$ cat src/hw/rtl/u16u8_pkg.sv
// u16u8_pkg: shared types, constants and the code point encoder
// for the utf-16 to utf-8 transcoder; no dependencies
`timescale 1ns / 1ps

package u16u8_pkg;

    localparam logic [15:0] HI_SUR_MIN = 16'hD800;
    localparam logic [15:0] HI_SUR_MAX = 16'hDBFF;
    localparam logic [15:0] LO_SUR_MIN = 16'hDC00;
    localparam logic [15:0] LO_SUR_MAX = 16'hDFFF;
    localparam logic [15:0] BOM_UNIT   = 16'hFEFF;
    localparam logic [20:0] SUPP_BASE  = 21'h10000;
    localparam logic [20:0] CP_MAX_1B  = 21'h7F;
    localparam logic [20:0] CP_MAX_2B  = 21'h7FF;
    localparam logic [20:0] CP_MAX_3B  = 21'hFFFF;
    localparam int          MAX_BYTES  = 6;

    typedef struct packed {
        logic [7:0] in_byte;
        logic       end_of_input;
    } t_in_item;

    typedef struct packed {
        logic [7:0] out_byte;
        logic       has_byte;
        logic       last_of_run;
        logic       end_of_text;
    } t_out_item;

    typedef struct packed {
        logic [3:0][7:0] bytes;
        logic [2:0]      len;
    } t_enc;

    // all bytes caused by one input transfer
    typedef struct packed {
        logic [MAX_BYTES-1:0][7:0] bytes;
        logic [2:0]                cnt;
        logic                      marker;
        logic                      eot;
    } t_burst;

    function automatic t_enc enc_cp(input logic [20:0] cp);
        t_enc e;
        e.bytes = '0;
        if (cp <= CP_MAX_1B) begin
            e.bytes[0] = cp[7:0];
            e.len      = 3'd1;
        end else if (cp <= CP_MAX_2B) begin
            e.bytes[0] = {3'b110, cp[10:6]};
            e.bytes[1] = {2'b10, cp[5:0]};
            e.len      = 3'd2;
        end else if (cp <= CP_MAX_3B) begin
            e.bytes[0] = {4'b1110, cp[15:12]};
            e.bytes[1] = {2'b10, cp[11:6]};
            e.bytes[2] = {2'b10, cp[5:0]};
            e.len      = 3'd3;
        end else begin
            e.bytes[0] = {5'b11110, cp[20:18]};
            e.bytes[1] = {2'b10, cp[17:12]};
            e.bytes[2] = {2'b10, cp[11:6]};
            e.bytes[3] = {2'b10, cp[5:0]};
            e.len      = 3'd4;
        end
        return e;
    endfunction

endpackage

$ cat src/hw/rtl/utf16_to_utf8_transcoder_top.sv
// utf16 to utf8 transcoder: byte order register, decode stage, byte serializer
// each input byte is registered in the decode stage and its burst in the serializer buffer before output
// throughput: one input byte per cycle unless a burst waits for the serializer
// an item with n result bytes holds the serializer until all n bytes have transferred, which sets the rate
// synchronous active-low reset clears all text state and selects low byte first
`timescale 1ns / 1ps

module utf16_to_utf8_transcoder_top
    import u16u8_pkg::*;
(
    input  logic      i_clk,
    input  logic      i_rst_n,
    input  logic      i_cfg_we,
    input  logic      i_cfg_wdata,
    input  logic      i_in_valid,
    output logic      o_in_ready,
    input  t_in_item  i_in_item,
    output logic      o_out_valid,
    input  logic      i_out_ready,
    output t_out_item o_out_item
);

    logic   r_le_order;
    logic   burst_valid;
    logic   burst_ready;
    t_burst burst;

    always_ff @(posedge i_clk) begin
        if (!i_rst_n) begin
            r_le_order <= 1'b1;
        end else if (i_cfg_we) begin
            r_le_order <= i_cfg_wdata;
        end
    end

    u16u8_decode u_decode (
        .i_clk         (i_clk),
        .i_rst_n       (i_rst_n),
        .i_le_order    (r_le_order),
        .i_in_valid    (i_in_valid),
        .o_in_ready    (o_in_ready),
        .i_in_item     (i_in_item),
        .o_burst_valid (burst_valid),
        .o_burst       (burst),
        .i_burst_ready (burst_ready)
    );

    u16u8_serial u_serial (
        .i_clk         (i_clk),
        .i_rst_n       (i_rst_n),
        .i_burst_valid (burst_valid),
        .i_burst       (burst),
        .o_burst_ready (burst_ready),
        .o_out_valid   (o_out_valid),
        .i_out_ready   (i_out_ready),
        .o_out_item    (o_out_item)
    );

endmodule

$ cat src/hw/rtl/u16u8_decode.sv
// u16u8_decode: input register, text state and unit decode into a byte burst
// depends on u16u8_pkg
`timescale 1ns / 1ps

module u16u8_decode
    import u16u8_pkg::*;
(
    input  logic     i_clk,
    input  logic     i_rst_n,
    input  logic     i_le_order,
    input  logic     i_in_valid,
    output logic     o_in_ready,
    input  t_in_item i_in_item,
    output logic     o_burst_valid,
    output t_burst   o_burst,
    input  logic     i_burst_ready
);

    logic       r_vld;
    t_in_item   r_item;
    logic [7:0] r_held_byte;
    logic       r_half_unit;
    logic       r_at_start;
    logic [9:0] r_pend_bits;
    logic       r_pend_vld;

    logic [7:0] n_held_byte;
    logic       n_half_unit;
    logic       n_at_start;
    logic [9:0] n_pend_bits;
    logic       n_pend_vld;

    logic [15:0] unit;
    logic        has_unit;
    logic        is_low;
    logic        is_high;
    logic        last;
    logic        use1;
    logic        use2;
    logic [20:0] cp1;
    logic [20:0] cp2;
    t_enc        e1;
    t_enc        e2;
    logic [2:0]  len1;
    logic [2:0]  len2;
    logic        empty;
    logic        move;

    assign last = r_item.end_of_input;
    assign unit = i_le_order ? {r_item.in_byte, r_held_byte}
                             : {r_held_byte, r_item.in_byte};
    assign has_unit = r_half_unit && !(r_at_start && unit == BOM_UNIT);
    assign is_low   = unit inside {[LO_SUR_MIN:LO_SUR_MAX]};
    assign is_high  = unit inside {[HI_SUR_MIN:HI_SUR_MAX]};

    always_comb begin
        use1 = 1'b0;
        use2 = 1'b0;
        cp1  = {5'd0, HI_SUR_MIN[15:10], r_pend_bits};
        cp2  = {5'd0, HI_SUR_MIN[15:10], r_pend_bits};
        if (!has_unit) begin
            use2 = last && r_pend_vld;
        end else if (r_pend_vld && is_low) begin
            use1 = 1'b1;
            cp1  = SUPP_BASE + {1'b0, r_pend_bits, unit[9:0]};
        end else begin
            use1 = r_pend_vld;
            use2 = !is_high || last;
            cp2  = {5'd0, unit};
        end
    end

    assign e1   = enc_cp(cp1);
    assign e2   = enc_cp(cp2);
    assign len1 = use1 ? e1.len : 3'd0;
    assign len2 = use2 ? e2.len : 3'd0;

    always_comb begin
        o_burst.bytes = '0;
        for (int k = 0; k < MAX_BYTES; k++) begin
            logic [2:0] off;
            off = 3'(k) - len1;
            if (3'(k) < len1) begin
                o_burst.bytes[k] = e1.bytes[2'(k)];
            end else if (off < len2) begin
                o_burst.bytes[k] = e2.bytes[off[1:0]];
            end
        end
        o_burst.cnt    = len1 + len2;
        o_burst.marker = last && (len1 + len2 == 3'd0);
        o_burst.eot    = last;
    end

    assign empty         = (o_burst.cnt == 3'd0) && !o_burst.marker;
    assign move          = r_vld && (empty || i_burst_ready);
    assign o_burst_valid = r_vld && !empty;
    assign o_in_ready    = !r_vld || move;

    always_comb begin
        n_held_byte = r_held_byte;
        n_half_unit = r_half_unit;
        n_at_start  = r_at_start;
        n_pend_bits = r_pend_bits;
        n_pend_vld  = r_pend_vld;
        if (last) begin
            n_held_byte = '0;
            n_half_unit = 1'b0;
            n_at_start  = 1'b1;
            n_pend_bits = '0;
            n_pend_vld  = 1'b0;
        end else if (!r_half_unit) begin
            n_held_byte = r_item.in_byte;
            n_half_unit = 1'b1;
        end else begin
            n_held_byte = '0;
            n_half_unit = 1'b0;
            n_at_start  = 1'b0;
            if (has_unit) begin
                if (!(r_pend_vld && is_low) && is_high) begin
                    n_pend_bits = unit[9:0];
                    n_pend_vld  = 1'b1;
                end else begin
                    n_pend_bits = '0;
                    n_pend_vld  = 1'b0;
                end
            end
        end
    end

    always_ff @(posedge i_clk) begin
        if (!i_rst_n) begin
            r_vld       <= 1'b0;
            r_held_byte <= '0;
            r_half_unit <= 1'b0;
            r_at_start  <= 1'b1;
            r_pend_bits <= '0;
            r_pend_vld  <= 1'b0;
        end else begin
            if (o_in_ready) begin
                r_vld <= i_in_valid;
            end
            if (move) begin
                r_held_byte <= n_held_byte;
                r_half_unit <= n_half_unit;
                r_at_start  <= n_at_start;
                r_pend_bits <= n_pend_bits;
                r_pend_vld  <= n_pend_vld;
            end
        end
    end

    always_ff @(posedge i_clk) begin
        if (o_in_ready && i_in_valid) begin
            r_item <= i_in_item;
        end
    end

    // pending high surrogate only exists between units
    a_pend_no_start: assert property (@(posedge i_clk) disable iff (!i_rst_n)
        r_pend_vld |-> !r_at_start)
        else $error("pending surrogate at text start");

    a_burst_cnt: assert property (@(posedge i_clk) disable iff (!i_rst_n)
        o_burst_valid |-> (o_burst.cnt <= 3'(MAX_BYTES)))
        else $error("burst longer than six bytes");

    a_last_clears: assert property (@(posedge i_clk) disable iff (!i_rst_n)
        move && last |=> r_at_start && !r_half_unit && !r_pend_vld)
        else $error("text state not cleared after final byte");

endmodule

$ cat src/hw/rtl/u16u8_serial.sv
// u16u8_serial: burst buffer that hands out one utf-8 byte, or an end marker with no byte, per transfer
// depends on u16u8_pkg
`timescale 1ns / 1ps

module u16u8_serial
    import u16u8_pkg::*;
(
    input  logic      i_clk,
    input  logic      i_rst_n,
    input  logic      i_burst_valid,
    input  t_burst    i_burst,
    output logic      o_burst_ready,
    output logic      o_out_valid,
    input  logic      i_out_ready,
    output t_out_item o_out_item
);

    logic       r_vld;
    t_burst     r_buf;
    logic [2:0] r_idx;
    logic       at_last;
    logic       fire;

    assign at_last       = r_buf.marker || (r_idx == r_buf.cnt - 3'd1);
    assign fire          = r_vld && i_out_ready;
    assign o_burst_ready = !r_vld || (fire && at_last);
    assign o_out_valid   = r_vld;

    always_comb begin
        o_out_item.out_byte    = r_buf.marker ? 8'd0 : r_buf.bytes[r_idx];
        o_out_item.has_byte    = !r_buf.marker;
        o_out_item.last_of_run = at_last;
        o_out_item.end_of_text = at_last && r_buf.eot;
    end

    always_ff @(posedge i_clk) begin
        if (!i_rst_n) begin
            r_vld <= 1'b0;
            r_idx <= '0;
        end else if (o_burst_ready) begin
            r_vld <= i_burst_valid;
            r_idx <= '0;
        end else if (fire) begin
            r_idx <= r_idx + 3'd1;
        end
    end

    always_ff @(posedge i_clk) begin
        if (o_burst_ready && i_burst_valid) begin
            r_buf <= i_burst;
        end
    end

    a_idx_range: assert property (@(posedge i_clk) disable iff (!i_rst_n)
        r_vld && !r_buf.marker |-> (r_buf.cnt != 3'd0) && (r_idx < r_buf.cnt))
        else $error("byte index outside burst");

    a_marker_eot: assert property (@(posedge i_clk) disable iff (!i_rst_n)
        r_vld && r_buf.marker |-> r_buf.eot && r_idx == 3'd0)
        else $error("end marker without end of text");

    a_step: assert property (@(posedge i_clk) disable iff (!i_rst_n)
        fire && !at_last |=> r_vld && r_idx == $past(r_idx) + 3'd1)
        else $error("burst advanced incorrectly");

endmodule

$ cat config.mk
export PLATFORM = sky130hd
export DESIGN_NAME = utf16_to_utf8_transcoder_top
export DESIGN_NICKNAME = d
export VERILOG_FILES = /design/src/hw/rtl/u16u8_pkg.sv /design/src/hw/rtl/utf16_to_utf8_transcoder_top.sv /design/src/hw/rtl/u16u8_decode.sv /design/src/hw/rtl/u16u8_serial.sv
export SDC_FILE = /design/constraint.sdc
export NUM_CORES = 1
export LEC_CHECK = 0
export BUFFER_PORTS_ARGS = -buffer_cell sky130_fd_sc_hd__buf_4
export CAP_MARGIN = 10
export CORE_ASPECT_RATIO = 0.8
export CORE_MARGIN = 1
export CORE_UTILIZATION = 60
export DETAILED_ROUTE_END_ITERATION = 8
export MAX_ROUTING_LAYER = met4
export PLACE_DENSITY = 0.83
export SYNTH_ARGS = -nofsm -noshare
export SYNTH_HDL_FRONTEND = slang
export SYNTH_HIERARCHICAL = 1
export SYNTH_SLANG_ARGS = --single-unit
$ cat constraint.sdc
create_clock -name i_clk -period 12.83 [get_ports i_clk]
set_input_delay 1.9245 -clock i_clk [delete_from_list [all_inputs] [get_ports i_clk]]
set_output_delay 1.9245 -clock i_clk [all_outputs]
set_load 0.01 [all_outputs]
==> impl_summary.md <==
Power and ir drop
The power per cell area is 104 nW/um2. The worst-case vdd ir drop is 0.0841 mV. For this design the static power due to leakage is between 2 and 2.5 nW.

Of the total power, combinational logic draws 0.129. The internal power is 493 uW. The sequential share of power is 0.489.

Of the total power, the clock network draws 0.383. The switching power as a share of total power is 0.276. Summed over all nets, the switching power comes to 187 uW.

Cells and area
The net count reported at finish is 665. The proportion of layout cells with a drive suffix above 1 is 0.155. The top cell types in the final layout, fill and taps aside, are 62 x edfxtp_1, 48 x nand2_1, 43 x nor2_1. The final standard cell count with taps included and fillers excluded is 770. The area growth from synthesis to layout is 8.81%.

The repair_antennas step left the layout with diodes totalling 0. The most common cell after layout, fill and taps aside is edfxtp_1.

Synthesis
The most frequently used flop master after synthesis is edfxtp_1. The number of cells produced by synthesis is 619. For this run, the register share of the synthesized area comes to 0.401.

The cell area that synthesis handed to floorplanning was between 5000 and 6000 um2. The count of flip-flops with a built-in enable after synthesis is 62. The async set-or-reset flop fraction in the synthesized netlist is 0. The synthesized area divided by synthesized cell count is approximately 9.7 um2.

The netlist uses 79 different library cells. For this run, the number of Yosys warnings is 6. The register bit count reported by yosys is 89.

Clock tree
For the worst-skew pair, the clock arrives at the later sink with an insertion delay of 0.35 ns. The number of CTS-inserted buffers is 9. The number of sinks on the clock net is 89.

The H-tree level count is 3. After clock tree synthesis, the setup repair step added 0 buffers. The CTS tree is built. The number of buffers on the longest clock path is 2. The clock-pin transition on the worst setup and hold timing paths is 0.07 ns.

The count of instances resized after the clock tree is built is 0. The total of hold buffers inserted after clock tree synthesis is 0. The root cell of the clock tree is clkbuf_16.

Floorplan
The starting density of the core is 0.619. The die height is 91.4 um. The die boundary width is approximately 110 um. The floorplan has 32 rows. After floorplanning, the core was sized to cover slightly below 10000 um2. The area of the die is 10400 um2. The number of ports placed on the die boundary is 28.

Route
The first-iteration detailed-routing DRC count is 662. The pre-antenna-repair detailed-routing pass consisted of 6 iterations. Dividing the detail-routed via count by the number of cells gives a little under 7. The residual DRC count is 0. The average wire per standard cell is roughly 24 um. In this run the remaining antenna-violating nets after routing total 0. The via count of the routed design is ~5200. The total wire length is 18200 um.

Global route
Entering global routing, the biggest net connects 54 pins. The number of global-route vias before repair is around 4800. The first-pass GRT wire length is 27500 um.

In the global route stage, overall resource usage came out at 0.372. The met1 usage is 0.516. For met2 alone, demand over resource in global routing was 0.519. The most congested layer reported by global routing is met2. Summed over all layers, the global routing overflow is 0. The initial antenna violation count is 0. The fraction of met3 tracks used by global routing is 0.110.

Critical path
The reg-to-reg critical path endpoint is u_decode/r_item[4]$_DFFE_PP_. For this run, the slowest stage of the critical path takes ~0.65 ns. In this run the critical register-to-register path is launched from r_le_order$_SDFFE_PN1P_.

The slack of the worst reg-to-reg path is roughly 7.2 ns. The count of cells along the worst register-to-register path is 15. The startpoint-to-endpoint class of the critical path is flip-flop to output pin. STA classifies the critical path startpoint as a flip-flop. The arrival time of data at the critical path endpoint is 4.98 ns. By instance count, the cell type seen most on the critical path is inv_1.

Traced cell by cell, the critical path runs through buf_4 > mux2_2 > nor4_4 > o21ai_0 > nand2_1 > and3_1 > ha_1 > inv_1 > fa_1 > inv_1 > or3_1 > nor2_1 > nor2b_1 > nor2b_1 > inv_1 > buf_4. STA classifies the critical path endpoint as an output pin. Data on the critical path is required at its endpoint by 10.91 ns. Along the worst path, the maximum fanout reaches 34. The slowest stage of the critical path belongs to the cell and3_1.

Timing
The number of hold violations in the final report came to 0. For the pin with the worst max-slew slack, the measured transition is 1.06 ns. The count of pins over their slew limit is 0. The final count of negative-setup-slack endpoints is 0. The ratio of final minimum period to clock period is 0.538. Setup repair after global routing left no endpoint under its margin. On the final layout, the worst clock skew is 0.0101 ns. The relative slew slack is 0.293. The maximum clock frequency is 145 MHz. The final critical delay including setup and external delays is about 6.9 ns. For the final routed database, the setup TNS stands at 0 ns.

Min path
The hold path endpoint is u_decode/r_held_byte[2]$_SDFFE_PN0P_. The tightest min-delay check is of the flip-flop to flip-flop type. The startpoint identified for the worst hold timing path is u_decode/r_held_byte[2]$_SDFFE_PN0P_. Along the worst hold path, the cell count comes to 2.

Run status
The flow ran to the end, and the final reports show no timing, DRC or antenna violations.

Placement
Port buffering added 27 buffers. The HPWL reported at the end of detailed placement is ~14000 um. The final weighted congestion in routability-driven placement is 1.02. Counting tap cells, the placed design contains a total of 753 instances.

Run
Across the run, the number of max-cap violations was 0.
## area by class of cell
cell class              instances  area (um2)
fillers                       815        3170
flip-flops and latches         89        2400
multi-input cells             467        3300
well taps                     136         170
clock buffers                   9         225
clock inverters                 7        71.3
inverters                      29         109
repair buffers                 33         248
## cells in the mapped netlist, drive strengths merged (5+ instances only)
cell type | number | area share
a21oi | 42 | 0.038
nand2 | 50 | 0.032
xnor2 | 5 | 0.0073
ha | 20 | 0.042
o22ai | 24 | 0.025
nor2b | 15 | 0.016
o31ai | 6 | 0.0084
nand4 | 5 | 0.0052
mux2i | 27 | 0.047
dfxtp | 27 | 0.090
nand3 | 20 | 0.017
and2 | 6 | 0.0063
buf | 19 | 0.024
a22oi | 11 | 0.014
o21ai | 35 | 0.030
edfxtp | 62 | 0.31
o22a | 6 | 0.0088
clkbuf | 20 | 0.013
a21boi | 13 | 0.016
mux2 | 21 | 0.040
mux4 | 8 | 0.030
nor2 | 43 | 0.027
nor4 | 6 | 0.0088
inv | 28 | 0.018
a211oi | 7 | 0.0096
or3 | 6 | 0.0063
nor3 | 24 | 0.020
a21o | 6 | 0.0075
## flip-flops by register name (all words and copies together) (netlist names), 3 cells and up
signal / count
u_serial/r_idx: 3
u_decode/r_held_byte: 8
u_decode/r_pend_bits: 10
u_decode/r_item: 8
u_serial/r_buf: 53
## power by group through the flow
stage               logic (mW)  clock network, mW  registers [mW]
global route            0.0937              0.270           0.334
global placement        0.0829                  0           0.337
finish                  0.0874              0.260           0.332
CTS                     0.0850              0.263           0.332
floorplan               0.0595                  0           0.335
detailed placement      0.0846                  0           0.338
## critical path: cells and delay by family (launching register included)
family                     cells  cell delay, ns
AOI/OAI and AO/OA              1            0.18
adders and majority gates      2            0.76
buffers and inverters          5            0.66
DFF                            1            0.32
muxes                          1            0.45
and+or+nand+nor                7            2.25
## stage by stage
step | setup WS (ns) | hold WS [ns] | instance area, um2 | total power, mW | utilization
global placement | 6.48 | 0.489 | 6220 | 0.420 | 0.642
global route | 5.56 | 0.567 | 6520 | 0.698 | 0.673
detailed placement | 6.37 | 0.505 | 6220 | 0.423 | 0.642
finish | 5.92 | 0.525 | 6520 | 0.680 | 0.673
floorplan | 6.40 | 0.459 | 6010 | 0.394 | -
CTS | 6.00 | 0.518 | 6510 | 0.680 | 0.672
## per-layer routing
layer,vias up,share of wire
met5,-,0
met4,0,0.025
met3,40,0.12
met2,324,0.42
met1,2505,0.43
li1,2363,-
## worst max-delay path by stage
stage	from	to	slack (ns)	cells after the start
after global routing	r_le_order$_SDFFE_PN1P_	o_in_ready	5.56	16
after detailed placement	r_le_order$_SDFFE_PN1P_	o_in_ready	6.37	16
after CTS	r_le_order$_SDFFE_PN1P_	o_in_ready	6.00	16
after floorplan	r_le_order$_SDFFE_PN1P_	u_serial/r_buf[0]$_DFFE_PP_	6.40	14
after global placement	r_le_order$_SDFFE_PN1P_	o_in_ready	6.48	16
final	r_le_order$_SDFFE_PN1P_	o_in_ready	5.92	16
## logic make-up after synthesis
logic type / after synthesis / synth area share
xor+xnor: 8 / 0.0142
other cells: 1 / 0.000626
simple gates: 193 / 0.162
fa+ha+maj: 21 / 0.0451
flops: 89 / 0.401
buf+inv: 68 / 0.0547
mux: 56 / 0.117
compound gates: 183 / 0.205
Power figures use the tool's default switching activity.
